$ cat src/design/thpd_pkg.sv
`default_nettype none
// ----------------------------------------------------------------------------
// thpd_pkg
// Types and constants shared by the two-header packet deframer.
// ----------------------------------------------------------------------------
package thpd_pkg;

  localparam logic [7:0]  START_SHORT     = 8'hC1;
  localparam logic [7:0]  START_LONG      = 8'hC2;
  localparam logic [15:0] HDR_SHORT       = 16'd3;
  localparam logic [15:0] HDR_LONG        = 16'd4;
  localparam logic [15:0] MAX_LEN_DEFAULT = 16'hFFFF;

  typedef enum logic [2:0] {
    PH_START   = 3'd0,
    PH_SIZE_HI = 3'd1,
    PH_SIZE_LO = 3'd2,
    PH_CODE    = 3'd3,
    PH_BODY    = 3'd4
  } phase_t;

  typedef enum logic [1:0] {
    ERR_NONE  = 2'd0,
    ERR_START = 2'd1,
    ERR_SIZE  = 2'd2
  } err_t;

  typedef struct packed {
    logic        valid;
    logic [7:0]  data;
    logic [7:0]  code;
    logic [15:0] len;
    logic        kind;
    logic        first;
    logic        last;
    err_t        err;
  } result_t;

endpackage
`default_nettype wire

$ cat src/design/thpd_parse.sv
`default_nettype none
// ----------------------------------------------------------------------------
// thpd_parse
// Header parser and frame counter; produces at most one result per item.
// ----------------------------------------------------------------------------
module thpd_parse (
  input  wire logic             clk,
  input  wire logic             rst_n,
  input  wire logic             step,
  input  wire logic [7:0]       data_byte,
  input  wire logic             dg_last,
  input  wire logic [15:0]      max_len,
  output thpd_pkg::result_t     res
);

  thpd_pkg::phase_t phase_r, phase_nxt;
  logic             kind_r, kind_nxt;
  logic [15:0]      size_r, size_nxt;
  logic [15:0]      left_r, left_nxt;
  logic [7:0]       code_r, code_nxt;
  logic             disc_r, disc_nxt;

  logic [15:0]      hdr;
  logic [15:0]      size_lo;
  logic [15:0]      left_dec;

  always_ff @(posedge clk) begin
    if (!rst_n) begin
      phase_r <= thpd_pkg::PH_START;
      kind_r  <= 1'b0;
      size_r  <= '0;
      left_r  <= '0;
      code_r  <= '0;
      disc_r  <= 1'b0;
    end else if (step) begin
      phase_r <= phase_nxt;
      kind_r  <= kind_nxt;
      size_r  <= size_nxt;
      left_r  <= left_nxt;
      code_r  <= code_nxt;
      disc_r  <= disc_nxt;
    end
  end

  assign hdr      = kind_r ? thpd_pkg::HDR_LONG : thpd_pkg::HDR_SHORT;
  assign size_lo  = size_r | {8'h00, data_byte};
  assign left_dec = left_r - 16'd1;

  always_comb begin
    phase_nxt = phase_r;
    kind_nxt  = kind_r;
    size_nxt  = size_r;
    left_nxt  = left_r;
    code_nxt  = code_r;
    disc_nxt  = disc_r;
    res       = '0;
    res.err   = thpd_pkg::ERR_NONE;

    if (disc_r) begin
      if (dg_last) begin
        disc_nxt  = 1'b0;
        phase_nxt = thpd_pkg::PH_START;
      end
    end else begin
      unique case (phase_r)
        thpd_pkg::PH_START: begin
          if (data_byte == thpd_pkg::START_SHORT) begin
            kind_nxt  = 1'b0;
            size_nxt  = '0;
            phase_nxt = thpd_pkg::PH_SIZE_LO;
          end else if (data_byte == thpd_pkg::START_LONG) begin
            kind_nxt  = 1'b1;
            size_nxt  = '0;
            phase_nxt = thpd_pkg::PH_SIZE_HI;
          end else begin
            res.valid = 1'b1;
            res.err   = thpd_pkg::ERR_START;
            disc_nxt  = !dg_last;
          end
        end
        thpd_pkg::PH_SIZE_HI: begin
          size_nxt  = {data_byte, 8'h00};
          phase_nxt = thpd_pkg::PH_SIZE_LO;
        end
        thpd_pkg::PH_SIZE_LO: begin
          size_nxt = size_lo;
          if (size_lo < hdr || size_lo > max_len) begin
            res.valid = 1'b1;
            res.len   = size_lo;
            res.kind  = kind_r;
            res.err   = thpd_pkg::ERR_SIZE;
            phase_nxt = thpd_pkg::PH_START;
            disc_nxt  = !dg_last;
          end else begin
            // code byte counts toward the bytes still to emit
            left_nxt  = size_lo - (hdr - 16'd1);
            phase_nxt = thpd_pkg::PH_CODE;
          end
        end
        thpd_pkg::PH_CODE: begin
          code_nxt  = data_byte;
          left_nxt  = left_dec;
          res.valid = 1'b1;
          res.data  = data_byte;
          res.code  = data_byte;
          res.len   = size_r;
          res.kind  = kind_r;
          res.first = 1'b1;
          res.last  = (left_dec == '0);
          phase_nxt = (left_dec == '0) ? thpd_pkg::PH_START : thpd_pkg::PH_BODY;
        end
        thpd_pkg::PH_BODY: begin
          left_nxt  = left_dec;
          res.valid = 1'b1;
          res.data  = data_byte;
          res.code  = code_r;
          res.len   = size_r;
          res.kind  = kind_r;
          res.last  = (left_dec == '0);
          if (left_dec == '0) begin
            phase_nxt = thpd_pkg::PH_START;
          end
        end
        default: begin
          phase_nxt = thpd_pkg::PH_START;
        end
      endcase
    end
  end

  a_frame_count_live: assert property (@(posedge clk) disable iff (!rst_n)
    (phase_r == thpd_pkg::PH_CODE || phase_r == thpd_pkg::PH_BODY) |-> left_r != '0)
    else $error("frame byte count is zero inside a frame");

  a_discard_silent: assert property (@(posedge clk) disable iff (!rst_n)
    disc_r |-> !res.valid)
    else $error("result produced while dropping bytes");

  a_last_ends_frame: assert property (@(posedge clk) disable iff (!rst_n)
    (step && res.valid && res.last) |=> (phase_r == thpd_pkg::PH_START && !disc_r))
    else $error("frame did not close after its last byte");

  a_error_drops: assert property (@(posedge clk) disable iff (!rst_n)
    (step && res.valid && res.err != thpd_pkg::ERR_NONE && !dg_last) |=> disc_r)
    else $error("error did not start dropping");

endmodule
`default_nettype wire

$ cat src/design/two_header_packet_deframer.sv
`default_nettype none
// Each result is captured in the output register in the cycle after its item
// is accepted. Throughput: one item per cycle unless the input is stalled; the
// parser and counter settle within that cycle, and a stalled consumer holding a
// result stalls the input. Start and size bytes give a result only on an error,
// dropped bytes give none. Reset (synchronous) empties the output register,
// returns the parser to awaiting a start byte and sets the size limit to 65535.
// ----------------------------------------------------------------------------
// two_header_packet_deframer
// Deframes a byte stream of 0xC1/0xC2 length-prefixed frames.
// ----------------------------------------------------------------------------
module two_header_packet_deframer (
  input  wire logic        clk,
  input  wire logic        rst_n,
  input  wire logic        cfg_wr_en,
  input  wire logic [15:0] cfg_wr_data,
  input  wire logic        in_valid,
  output logic             in_stall,
  input  wire logic [7:0]  in_data_byte,
  input  wire logic        in_datagram_last,
  output logic             out_valid,
  input  wire logic        out_stall,
  output logic [7:0]       out_byte,
  output logic [7:0]       out_head_code,
  output logic [15:0]      out_frame_len,
  output logic             out_long_header,
  output logic             out_first_of_frame,
  output logic             out_last_of_frame,
  output logic [1:0]       out_error_code
);

  logic [15:0]       max_len_r;
  logic              out_valid_r;
  thpd_pkg::result_t res;
  thpd_pkg::result_t res_r;
  logic              step;

  assign in_stall = out_valid_r && out_stall;
  assign step     = in_valid && !in_stall;

  always_ff @(posedge clk) begin
    if (!rst_n) begin
      max_len_r <= thpd_pkg::MAX_LEN_DEFAULT;
    end else if (cfg_wr_en) begin
      max_len_r <= cfg_wr_data;
    end
  end

  thpd_parse u_parse (
    .clk       (clk),
    .rst_n     (rst_n),
    .step      (step),
    .data_byte (in_data_byte),
    .dg_last   (in_datagram_last),
    .max_len   (max_len_r),
    .res       (res)
  );

  always_ff @(posedge clk) begin
    if (!rst_n) begin
      out_valid_r <= 1'b0;
    end else if (!in_stall) begin
      out_valid_r <= step && res.valid;
    end
  end

  always_ff @(posedge clk) begin
    if (step && res.valid) begin
      res_r <= res;
    end
  end

  assign out_valid          = out_valid_r;
  assign out_byte           = res_r.data;
  assign out_head_code      = res_r.code;
  assign out_frame_len      = res_r.len;
  assign out_long_header    = res_r.kind;
  assign out_first_of_frame = res_r.first;
  assign out_last_of_frame  = res_r.last;
  assign out_error_code     = res_r.err;

  a_stall_needs_item: assert property (@(posedge clk) disable iff (!rst_n)
    in_stall |-> out_valid_r)
    else $error("input stalled with empty output register");

endmodule
`default_nettype wire
$ cat config.mk
export PLATFORM = sky130hd
export DESIGN_NAME = two_header_packet_deframer
export DESIGN_NICKNAME = d
export VERILOG_FILES = /design/src/design/thpd_pkg.sv /design/src/design/thpd_parse.sv /design/src/design/two_header_packet_deframer.sv
export SDC_FILE = /design/constraint.sdc
export NUM_CORES = 1
export LEC_CHECK = 0
export BUFFER_PORTS_ARGS = -buffer_cell sky130_fd_sc_hd__buf_2
export CAP_MARGIN = 20
export CORE_UTILIZATION = 35
export DETAILED_ROUTE_END_ITERATION = 8
export HOLD_SLACK_MARGIN = 0.12
export SYNTH_ARGS = -nofsm -noshare
export SYNTH_HDL_FRONTEND = slang
export SYNTH_SLANG_ARGS = --single-unit
$ cat constraint.sdc
create_clock -name clk -period 6.1 [get_ports clk]
set_input_delay 1.22 -clock clk [delete_from_list [all_inputs] [get_ports clk]]
set_output_delay 1.22 -clock clk [all_outputs]
set_load 0.05 [all_outputs]
Word-level counts from Yosys, hierarchy flattened:

Cells that the tools add are included.

* bits in registers: 99
* bits in latches: 0
* RAM bits: 0
* ROM bits: 0
* input port bits: 30
* output and inout bits: 39
* logic and storage cells: 88
* memories kept: 0

* add/sub/neg operators: 3
* multiply operators: 0
* divide/modulo/power cells: 0
* magnitude comparators: 2
* equal/unequal tests: 11
* shift-type cells: 0
* muxes and demuxes: 36
* bitwise operators: 3
* reductions and logical operators: 18

Operators with widths (count)
* $pmux W16 S2: 2
* $mux W16: 3
* $pmux W16 S3: 1
* $mux W38: 1
* $pmux W17 S2: 1
* $sub A16 B1 Y16 const B: 2
* $mux W3: 7
* $mux W17: 1
* $eq A8 B8 Y1 const B: 2
* $gt A16 B16 Y1: 1
* $logic_not A16 Y1: 1
* $lt A16 B16 Y1: 1
* $or A16 B8 Y16: 1
* $reduce_and A4 Y1: 4
* $sub A16 B16 Y16: 1
* $pmux W3 S5: 1
* $mux W1: 13
* $eq A3 B2 Y1 const B: 2
* $mux W2: 3
* $ne A3 B1 Y1 const B: 2
* $ne A2 B2 Y1 const B: 2
* $ne A4 B1 Y1 const B: 1
* $pmux W2 S2: 1
* $reduce_bool A2 Y1: 2
* other kinds (12): 17

Longest topological paths before layout:

Gate-level depths: netlist of the first run.

* depth in word-level cells: 7
* depth in mapped cells: 15
* mapped depth without buffers: 14

By module:

Synthesis of the first run repeated with hierarchy kept, for this count alone.

* cells, all modules: 620
* area total of the unflattened synthesis: 5575.3 µm²

By module, submodules not included
* thpd_parse: times used 1, cells an instance 524, area each 3833.7 µm², seq. area each 900.9 µm²
* two_header_packet_deframer: times used 1, cells an instance 96, area each 1741.7 µm², seq. area each 1451.4 µm²

Worst setup path after synthesis of the first run:

OpenSTA, ideal clock, no wires.

* path kind: input-to-reg
* start point: in in_data_byte[1]
* end point: reg res_r, in the netlist out_byte[0] (enable)
* setup time: 445 ps
* arrival time: 4745 ps
* required time: 5655 ps
* path slack: 910 ps
* stages: 10
* path buffers: 1
* cells stage by stage: clkbuf_1 -> or2_2 -> inv_1 -> ha_1 -> o31a_1 -> o2111ai_1 -> o2111ai_1 -> a31oi_4 -> o31ai_2 -> a21oi_1

* word-level cells in the longest chain between the ends: 7
* elaborated cells between the ends (all ways): 12
* those cells by class: order compare (2); eq/ne (2); mux (5); bitwise (1); reduce/logical (2)

Ends and longest elaborated chain
* start, declared: RTL line two_header_packet_deframer.sv:19 `input wire logic [7:0] in_data_byte,`
* $or A16 B8 Y16: RTL line thpd_parse.sv:46 `assign size_lo = size_r | {8'h00, data_byte};`
* $lt A16 B16 Y1 / $gt A16 B16 Y1 (equally long branches): RTL line thpd_parse.sv:87 `if (size_lo < hdr || size_lo > max_len) begin`
* $logic_or A1 B1 Y1: RTL line thpd_parse.sv:87
* $mux W1: RTL line thpd_parse.sv:87
* $pmux W1 S3 *: RTL line thpd_parse.sv:65 `unique case (phase_r)`
* $mux W38 *: RTL line thpd_parse.sv:59 `if (disc_r) begin`
* $logic_and A1 B1 Y1 *: RTL line two_header_packet_deframer.sv:68 `if (step && res.valid) begin`
* end signal, assigned: RTL line two_header_packet_deframer.sv:69 `res_r <= res;`
* end, declared: RTL line two_header_packet_deframer.sv:35 `thpd_pkg::result_t res_r;`

Every way passes the cells marked *; elsewhere a longest branch is shown, timed or not.
A chain may end at the register's enable or synchronous reset.

Worst setup path after layout of the first run:

* start point: in in_data_byte[1]
* end point: reg u_parse.left_r[13]

* word-level cells in the longest chain between the ends: 5
* elaborated cells between the ends (all ways): 9
* those cells by class: add/sub (1); order compare (2); eq/ne (1); mux (2); bitwise (1); reduce/logical (2)

Ends and longest elaborated chain
* $or A16 B8 Y16 *: RTL line thpd_parse.sv:46
* $lt A16 B16 Y1 / $gt A16 B16 Y1 (equally long branches): RTL line thpd_parse.sv:87
* $logic_or A1 B1 Y1: RTL line thpd_parse.sv:87
* $ne A2 B2 Y1 (no source line)
* $reduce_and A4 Y1 (no source line)
* end signal, assigned: RTL line thpd_parse.sv:39 `left_r <= left_nxt;`
* end, declared: RTL line thpd_parse.sv:19 `logic [15:0] left_r, left_nxt;`

Every way passes the cells marked *; elsewhere a longest branch is shown, timed or not. The select of a mux whose other input is x is not followed.

==> results of run 1 <==
[kinds of logic after synthesis]
logic type               share of synthesized area, %
adder cells (fa/ha/maj)                          10.1
flip-flops                                       40.9
AND/OR/NAND/NOR                                  17.4
multiplexers                                     1.74
XOR/XNOR                                         2.59
AO/OA/AOI/OAI                                    21.2
buffers and inverters                            5.97
[final cells by class]
type                       count  area share (%)
clock buffer                  11            3.57
inverter                      50            2.88
sequential                    99            36.1
multi-input combinational    447            47.0
timing repair buffer          71            5.76
clock inverter                 5           0.538
tap                          216            4.15
[layer usage]
metal	vias to the layer above	global-route usage (%)	part of all wire [%]
met4	0	10.1	2.8
li1	2359	-	-
met1	2244	22.9	45
met3	21	2.17	3.7
met2	100	32.2	48
met5	-	0	0
[cell usage in the layout, fill, tap and decap left out, types with 5 or more instances in the layout]
| cell | count |
|---|---|
| or2_2 | 6 |
| o211ai_1 | 24 |
| mux2i_1 | 10 |
| or3_1 | 7 |
| edfxtp_1 | 37 |
| buf_2 | 68 |
| a22oi_1 | 8 |
| a31oi_1 | 10 |
| nor3_1 | 17 |
| ha_1 | 45 |
| xor2_1 | 6 |
| inv_1 | 50 |
| o21ai_0 | 29 |
| o21a_1 | 7 |
| nand3_1 | 11 |
| clkbuf_16 | 9 |
| a22o_1 | 9 |
| nand2b_1 | 7 |
| nand2_1 | 57 |
| xnor2_1 | 11 |
| dfxtp_1 | 62 |
| and2_1 | 18 |
| nor4_1 | 5 |
| a21oi_1 | 31 |
| nor2_1 | 55 |
| o31ai_1 | 5 |
| a31o_1 | 6 |
[per-stage QoR]
| stage | power [uW] | cells |
|---|---|---|
| 2_1_floorplan | 980 | 629 |
| 3_3_place_gp | 1050 | 882 |
| 3_5_place_dp | 1060 | 882 |
| 4_1_cts | 1600 | 898 |
| 5_1_grt | 1650 | 899 |
| 6_report | 1580 | 899 |
[registers in the layout, summed over array words and instances, names as in the netlist]
register and flops:
max_len_r 16, out_frame_len 16, u_parse.left_r 16, u_parse.size_r 16
out_byte 8, out_head_code 8, u_parse.code_r 8, u_parse.phase_r 3
out_error_code 2, out_first_of_frame 1, out_last_of_frame 1, out_long_header 1
out_valid 1, u_parse.disc_r 1, u_parse.kind_r 1
[path summary, 6_finish.rpt]
check | start | to | slack (ns) | depth (start not counted)
max reg2reg | u_parse.size_r[1]$_SDFFE_PN0P_ | u_parse.left_r[13]$_SDFFE_PN0P_ | 2.85 | 14
max | in_data_byte[1] | u_parse.left_r[13]$_SDFFE_PN0P_ | 2.11 | 15
min reg2reg | max_len_r[7]$_SDFFE_PN1P_ | max_len_r[7]$_SDFFE_PN1P_ | 0.49 | 2
min | max_len_r[7]$_SDFFE_PN1P_ | max_len_r[7]$_SDFFE_PN1P_ | 0.49 | 2
[worst max-delay path: cells and delay by family]
kind / cells / cell delay (ns)
simple gates: 4 / 0.79
buf+inv: 4 / 0.37
fa+ha+maj: 3 / 0.79
compound gates: 3 / 0.79
mux: 1 / 0.23
[power by group through the flow]
stage	clock, uW	sequential [uW]	combinational, uW
after CTS	553	737	307
after floorplan	0	814	165
after global routing	575	740	339
final	536	736	309
after global placement	0	752	301
after detailed placement	0	752	305
==> impl_metrics.tcl, run 1 <==
set metrics [dict create \
    power.density_nw_per_um2 243 \
    synth_edf_count 37 \
    period_minus_slack_ns 3.99 \
    finalNetCount 754 \
    post_cts_resized 0 \
    power.internal_uw 1090 \
    viasPerCell 5.25 \
    ys.flop_type "dfxtp_1" \
    clock_latency_ns 0.35 \
    synth.distinct_cells 67 \
    fill_cells 1593 \
    synthTopCellsByCount "62 x dfxtp_1, 57 x nand2_1, 55 x nor2_1, 50 x inv_1, 45 x ha_1" \
    synthesis.nets 705 \
    dr.pass1.iters 4 \
    antenna_cells 0 \
    fp.dieW_um 130 \
    netlist_instances 629 \
    root_buffer "clkbuf_16" \
    grt_first_pass_wirelength_um 24300 \
    path_clk_slew_ns 0.07 \
    finalHoldViolations 0 \
    core-area_um2 15900 \
    final_area_um2 6520 \
    cp-end-kind "register" \
    worst_ep_required_time_ns 6.29 \
    wl_per_cell_um 16.6 \
    clockBufferDepth 2 \
    crit_chain "buf_2 -> or2_2 -> inv_1 -> ha_1 -> inv_1 -> ha_1 -> inv_1 -> fa_1 -> nor2_1 -> o31ai_1 -> a2111oi_0 -> nor3_1 -> nor2_1 -> mux2i_1 -> a311oi_2" \
    swShare_pct 30.8 \
    slowest_delay_ns 0.53 \
    max_freq_ghz 0.251 \
    cts_buffers 9 \
    start_util_pct 36.0 \
    grt_use_total_pct 18.7 \
    maxSlewHeadroom_pct 36.1 \
    yosys_register_bits 99 \
    post_cts_buffers 0 \
    port_buffers 68 \
    cp_max_fo 10 \
    ant_nets 0 \
    cp_common_cell "inv_1" \
    fp.dieH_um 130 \
    seq_area_frac_synth_pct 40.9 \
    ctsHoldBuffers 0 \
    drc 0 \
    synth_warnings 0 \
    p_seq_share_pct 46.6 \
    status "complete, no violations" \
    overflow 0 \
    maxCapViolations 0 \
    synth_area_per_cell_um2 9.14 \
    synth_area_leader_cell "dfxtp_1" \
    vdd_ir_drop_max_v 0.000127 \
    drv_slew 0 \
    netlist.area_leader.share_pct 21.6 \
    gp_congestion 0.875 \
    whs_ns 0.495 \
    pre_cts_slack_ns 1.61 \
    p_clk_share_pct 33.9 \
    rsz0062_at_grt "false" \
    totalWireLength_um 14900 \
    grt_pass1_vias 4782 \
    synthTopCellsByArea "dfxtp_1 22%, edfxtp_1 19%, ha_1 9.8%, nand2_1 3.7%, nor2_1 3.6%" \
    num_rows 46 \
    worst_slew_pin_slew_ns 0.955 \
    async_flop_share_pct 0 \
    antenna_found_initial 0 \
    cts_tree "done" \
    post_dp_cell_area_um2 6230 \
    grt_max_degree 39 \
    synthesis.area_um2 5750 \
    cts_num_sinks 99 \
    multi_input_area_um2 3060 \
    ios 69 \
    dp_hpwl_um 11000 \
    yosysMostFrequentCell "dfxtp_1" \
    arrival_ns 4.19 \
    hp-class "register to register" \
    finalCoreUtilization_pct 40.9 \
    drive_above_1_share_pct 15.7 \
    period_share_pct 65.4 \
    critPathKind "primary input to register" \
    leakagePower_uw 0.00266 \
    worst_slack_ns 2.11 \
    slowest_stage "a2111oi_0" \
    seq_area_um2 2350 \
    synthToLayoutAreaGrowth_pct 13.4 \
    drt_iter0_drc 314 \
    dr_total_vias 4724 \
    combinationalPowerShare_pct 19.5 \
    finalSetupViolations 0 \
    cts.htree.levels 3 \
    fin_skew_ns 0.00616 \
    power.net_switching_uw 486 \
    die_area_um2 16900 \
    finalSetupTns_ns 0 \
    start_kind "primary input" \
]
Note: power is estimated with default switching activity, not from simulation.
==> inputs of run 2 (changes only) <==
--- a/config.mk
+++ b/config.mk
@@ -5,6 +5,7 @@
 export SDC_FILE = /design/constraint.sdc
 export NUM_CORES = 1
 export LEC_CHECK = 0
+export ABC_AREA = 1
 export BUFFER_PORTS_ARGS = -buffer_cell sky130_fd_sc_hd__buf_2
 export CAP_MARGIN = 20
 export CORE_UTILIZATION = 35
==> constraint.sdc (replaced) <==
create_clock -name clk -period 4.11 [get_ports clk]
set_input_delay 0.822 -clock clk [delete_from_list [all_inputs] [get_ports clk]]
set_output_delay 0.822 -clock clk [all_outputs]
set_load 0.05 [all_outputs]
==> impl_metrics.tcl, run 2 <==
set metrics [dict create \
    post_cts_resized 0 \
    cts.htree.levels 3 \
    cts_num_sinks 99 \
    worst_slew_pin_slew_ns 0.601 \
    grt_pass1_vias 4851 \
    ant_nets 0 \
    post_dp_cell_area_um2 6590 \
    finalNetCount 932 \
    slowest_stage "nor2_1" \
    pre_cts_slack_ns 0.647 \
    layout_commonest_cell "nand2_1" \
    synthToLayoutAreaGrowth_pct 14.7 \
    critPathKind "primary input to register" \
    worst_ep_required_time_ns 4.16 \
    synth_edf_count 37 \
    gp_congestion 0.876 \
    status "complete, no violations" \
    path_buf_inv 4 \
    overflow 0 \
    ctsHoldBuffers 0 \
    vdd_ir_drop_max_v 0.000373 \
    cts_tree "done" \
    reg2reg_from "u_parse.size_r[7]$_SDFFE_PN0P_" \
    antenna_cells 0 \
    start_util_pct 36.1 \
    maxCapViolations 0 \
    arrival_ns 3.16 \
    fin_skew_ns 0.0105 \
    rr_endpoint "out_frame_len[0]$_SDFFCE_PP0P_" \
    fin_total_pwr_uw 4310 \
    power.density_nw_per_um2 623 \
    hp-class "register to register" \
    fp.dieH_um 133 \
    drive_above_1_share_pct 16.3 \
    synthesis.nets 865 \
    dr.pass1.iters 5 \
    rsz0062_at_grt "false" \
    core-area_um2 16700 \
    maxSlewHeadroom_pct 59.9 \
    final_area_um2 6920 \
    leakagePower_uw 0.00325 \
    synth_warnings 0 \
    place_inst 1065 \
    crit_chain "buf_2 -> nor2_1 -> inv_1 -> ha_1 -> nand2_1 -> nor2_1 -> nand2_1 -> nand2_1 -> nand2_1 -> nand2_1 -> nand2_2 -> nand2_2 -> nand2_4 -> nand3_2 -> nand2_1 -> inv_1 -> buf_12" \
    antenna_found_initial 0 \
    period_share_pct 75.7 \
    async_flop_share_pct 0 \
    drc 0 \
    root_buffer "clkbuf_16" \
    slowest_delay_ns 0.34 \
    grt_max_degree 33 \
    drv_slew 0 \
    dr_total_vias 5312 \
    cp_top_family "simple AND/OR/NAND/NOR gates" \
    viasPerCell 4.91 \
    clockBufferDepth 2 \
    finalHoldViolations 0 \
    r2r_slack_ns 1.32 \
    finalSetupViolations 0 \
    finalSetupTns_ns 0 \
    synthTopCellsByArea "dfxtp_1 21%, edfxtp_1 18%, nand2_1 10%, ha_1 9.3%, inv_1 7.0%" \
    yosys_register_bits 99 \
    synthesis.area_um2 6030 \
    netlist_instances 789 \
    num_rows 47 \
    grt_first_pass_wirelength_um 25700 \
    dp_hpwl_um 12100 \
    grt_use_total_pct 18.6 \
    post_cts_buffers 0 \
    synth.distinct_cells 45 \
    totalWireLength_um 15700 \
    final_cells 1081 \
    period_minus_slack_ns 3.11 \
    path_clk_slew_ns 0.07 \
    reg2reg_depth 16 \
    cp_common_cell "nand2_1" \
    yosysMostFrequentCell "nand2_1" \
    hold_start "u_parse.code_r[0]$_SDFFE_PN0P_" \
    port_buffers 68 \
    fp.dieW_um 133 \
    drt_iter0_drc 486 \
    synth_area_leader_cell "dfxtp_1" \
    ys.flop_type "dfxtp_1" \
    cp_max_fo 30 \
    cts_buffers 9 \
    clock_latency_ns 0.35 \
    max_freq_ghz 0.321 \
    final_cell_mix "162 x nand2_1, 112 x inv_1, 77 x nor2_1, 68 x a21oi_1, 68 x buf_2" \
    wl_per_cell_um 14.5 \
    ios 69 \
    seq_area_frac_synth_pct 39.0 \
    synth_area_per_cell_um2 7.64 \
    synthTopCellsByCount "162 x nand2_1, 112 x inv_1, 77 x nor2_1, 68 x a21oi_1, 62 x dfxtp_1" \
    holdPathStages 2 \
    netlist.area_leader.share_pct 20.6 \
    hold_end "u_parse.code_r[0]$_SDFFE_PN0P_" \
    worst_slack_ns 0.998 \
    die_area_um2 17800 \
    start_kind "primary input" \
    cp-end-kind "register" \
]
## run 2: per-layer routing
metal	track usage (%)	part of all wire, %	vias to the layer above
li1	-	-	2722
met1	26.2	49	2437
met2	29.7	46	143
met3	2.09	3.8	10
met4	6.19	1.1	0
met5	0	0	-
## run 2: metrics by stage
| step | utilization (%) | hold slack, ns |
|---|---|---|
| after global routing | 41.4 | 0.478 |
| after floorplan | - | 0.436 |
| after global placement | 39.5 | 0.451 |
| final | 41.4 | 0.461 |
| after CTS | 41.4 | 0.466 |
| after detailed placement | 39.5 | 0.454 |
## run 2: worst max path at each step
| stage | endpoint | slack [ns] | from | cells after the start |
|---|---|---|---|---|
| floorplan | out_byte[0]$_SDFFCE_PP0P_ | 0.74 | in_data_byte[5] | 15 |
| global placement | out_frame_len[10]$_SDFFCE_PP0P_ | 0.72 | in_data_byte[7] | 17 |
| detailed placement | out_frame_len[0]$_SDFFCE_PP0P_ | 0.65 | in_data_byte[7] | 17 |
| CTS | out_frame_len[7]$_SDFFCE_PP0P_ | 1.01 | in_data_byte[7] | 17 |
| global route | u_parse.left_r[11]$_SDFFE_PN0P_ | 0.64 | in_data_byte[1] | 16 |
| finish | out_frame_len[0]$_SDFFCE_PP0P_ | 1.0 | in_data_byte[6] | 17 |
## run 2: cells by family after synthesis
logic type / Yosys count / share of synthesized area (%)
AND/OR/NAND/NOR: 349 / 26.4
flip-flops: 99 / 39.0
buffers and inverters: 136 / 9.07
adder cells (fa/ha/maj): 46 / 9.67
XOR/XNOR: 11 / 1.72
AO/OA/AOI/OAI: 148 / 14.1
## run 2: area by class of cell
type,count,area (um^2)
inverters,120,450
flip-flops and latches,99,2350
clock buffers,9,225
well taps,220,275
multi-input cells,554,3130
fillers,1728,9790
repair buffers,72,383
clock inverters,7,98.8
## run 2: tightest hold or removal path: stages (launching register included)
cell     delay (ns)
dfxtp_1        0.31
nand2_1        0.06
a21oi_1        0.05
## run 2: where the power goes
part	internal, uW	leakage [uW]	total, uW	switching [uW]
logic	536	0.00221	2020	1490
registers	1250	0.000870	1350	96.4
clock network	539	0.000162	934	395
==> inputs of run 3 (changes only) <==
==> constraint.sdc (replaced) <==
create_clock -name clk -period 3.1 [get_ports clk]
set_input_delay 0.62 -clock clk [delete_from_list [all_inputs] [get_ports clk]]
set_output_delay 0.62 -clock clk [all_outputs]
set_load 0.05 [all_outputs]
==> impl_metrics.tcl, run 3 (synthesis results as in run 2) <==
set metrics [dict create \
    status "complete, no violations" \
    finalHoldViolations 0 \
    finalSetupViolations 0 \
    cts_buffers 9 \
    dp_hpwl_um 12100 \
    slowest_delay_ns 0.40 \
    finalCoreUtilization_pct 42.3 \
    cp_max_fo 4 \
    drive_above_1_share_pct 17.9 \
    clock_latency_ns 0.35 \
    worst_ep_required_time_ns 3.35 \
    r2r_slack_ns 0.43 \
    ctsHoldBuffers 0 \
    antenna_cells 0 \
    fin_skew_ns 0.00715 \
    cts_num_sinks 99 \
    maxCapViolations 0 \
    num_rows 47 \
    start_util_pct 36.1 \
    overflow 0 \
    path_buf_inv 3 \
    worst_slack_ns 0.425 \
    post_cts_buffers 0 \
    ant_nets 0 \
    synthToLayoutAreaGrowth_pct 17.0 \
    rsz0062_at_grt "false" \
    grt_first_pass_wirelength_um 25800 \
    pre_cts_slack_ns 0.0938 \
    wl_per_cell_um 14.2 \
    antenna_found_initial 0 \
    post_cts_resized 0 \
    dr_total_vias 5410 \
    fp.dieH_um 133 \
    maxSlewHeadroom_pct 66.2 \
    finalNetCount 949 \
    grt_pass1_vias 5000 \
    finalSetupTns_ns 0 \
    root_buffer "clkbuf_16" \
    leakagePower_uw 0.00332 \
    power.net_switching_uw 2610 \
    cts_tree "done" \
    totalWireLength_um 15600 \
    period_share_pct 86.3 \
    whs_ns 0.466 \
    crit_chain "inv_1 -> ha_1 -> inv_1 -> ha_1 -> inv_1 -> fa_1 -> o21ai_1 -> a21boi_0 -> o21ai_1 -> nand2_1 -> nand2_1 -> nand2_1 -> nand2_1 -> o21ai_0 -> nor2_1 -> nor2_1" \
    vdd_ir_drop_max_v 0.000378 \
    clockBufferDepth 2 \
    p_clk_share_pct 21.8 \
    drc 0 \
    combinationalPowerShare_pct 47.5 \
    start_kind "register" \
    fill_cells 1713 \
    grt_max_degree 33 \
    fp.dieW_um 133 \
    multi_input_area_um2 3130 \
    cts.htree.levels 3 \
    cp-end-kind "register" \
    worst_slew_pin_slew_ns 0.507 \
    layout_commonest_cell "nand2_1" \
    core-area_um2 16700 \
    hp-class "register to register" \
    power.internal_uw 3160 \
    viasPerCell 4.93 \
    cp_top_family "adder cells" \
    port_buffers 68 \
    p_seq_share_pct 30.7 \
    dr.pass1.iters 5 \
    drv_slew 0 \
    ios 69 \
    power.density_nw_per_um2 818 \
    swShare_pct 45.3 \
    cp_common_cell "nand2_1" \
    gp_congestion 0.859 \
    critPathKind "register to register" \
    period_minus_slack_ns 2.67 \
    max_freq_ghz 0.374 \
    path_clk_slew_ns 0.07 \
    die_area_um2 17800 \
    grt_use_total_pct 18.5 \
    seq_area_um2 2350 \
    fin_total_pwr_uw 5770 \
    slowest_stage "dfxtp_1" \
    final_cell_mix "162 x nand2_1, 111 x inv_1, 77 x nor2_1, 68 x a21oi_1, 68 x buf_2" \
    drt_iter0_drc 509 \
    arrival_ns 2.93 \
]
## run 3: worst paths after layout
check / startpoint / cells after the start / endpoint
hold reg to reg: u_parse.code_r[2]$_SDFFE_PN0P_ / 2 / u_parse.code_r[2]$_SDFFE_PN0P_
setup / recovery: u_parse.kind_r$_SDFFE_PN0P_ / 16 / u_parse.left_r[11]$_SDFFE_PN0P_
hold / removal: u_parse.code_r[2]$_SDFFE_PN0P_ / 2 / u_parse.code_r[2]$_SDFFE_PN0P_
setup reg to reg: u_parse.kind_r$_SDFFE_PN0P_ / 16 / u_parse.left_r[11]$_SDFFE_PN0P_
## run 3: final cells by class
cell class | count | share of cell area [%]
Multi-Input combinational cell | 554 | 44.4
Sequential cell | 99 | 33.3
Timing Repair Buffer | 89 | 7.23
Inverter | 120 | 6.44
Tap cell | 220 | 3.90
Clock buffer | 11 | 3.58
Clock inverter | 5 | 1.15
## run 3: power by group through the flow
| stage | combinational, uW | clock (uW) | sequential (uW) |
|---|---|---|---|
| after floorplan | 1480 | 0 | 2410 |
| after global placement | 2730 | 0 | 1800 |
| after detailed placement | 2730 | 0 | 1800 |
| after CTS | 2740 | 1280 | 1770 |
| after global routing | 3040 | 1330 | 1800 |
| final | 2740 | 1260 | 1770 |
## run 3: routing by layer
metal / part of all wire [%] / vias to the layer above / GRT usage (%)
li1: - / 2769 / -
met1: 49 / 2479 / 25.1
met2: 45 / 137 / 29.0
met3: 3.9 / 25 / 3.12
met4: 2.6 / 0 / 7.58
met5: 0 / - / 0
## run 3: worst reg2reg max path, cell delays in order, from the launching register on
cell and delay (ns):
dfxtp_1 0.40, inv_1 0.13, ha_1 0.30, inv_1 0.08
ha_1 0.17, inv_1 0.05, fa_1 0.40, o21ai_1 0.19
a21boi_0 0.18, o21ai_1 0.23, nand2_1 0.07, nand2_1 0.08
nand2_1 0.05, nand2_1 0.05, o21ai_0 0.07, nor2_1 0.09
nor2_1 0.04
## run 3: metrics by stage
| stage | area [um^2] | cells |
|---|---|---|
| 5_1_grt | 7060 | 1098 |
| 3_5_place_dp | 6720 | 1082 |
| 2_1_floorplan | 6030 | 789 |
| 6_report | 7060 | 1098 |
| 3_3_place_gp | 6720 | 1082 |
| 4_1_cts | 7060 | 1098 |
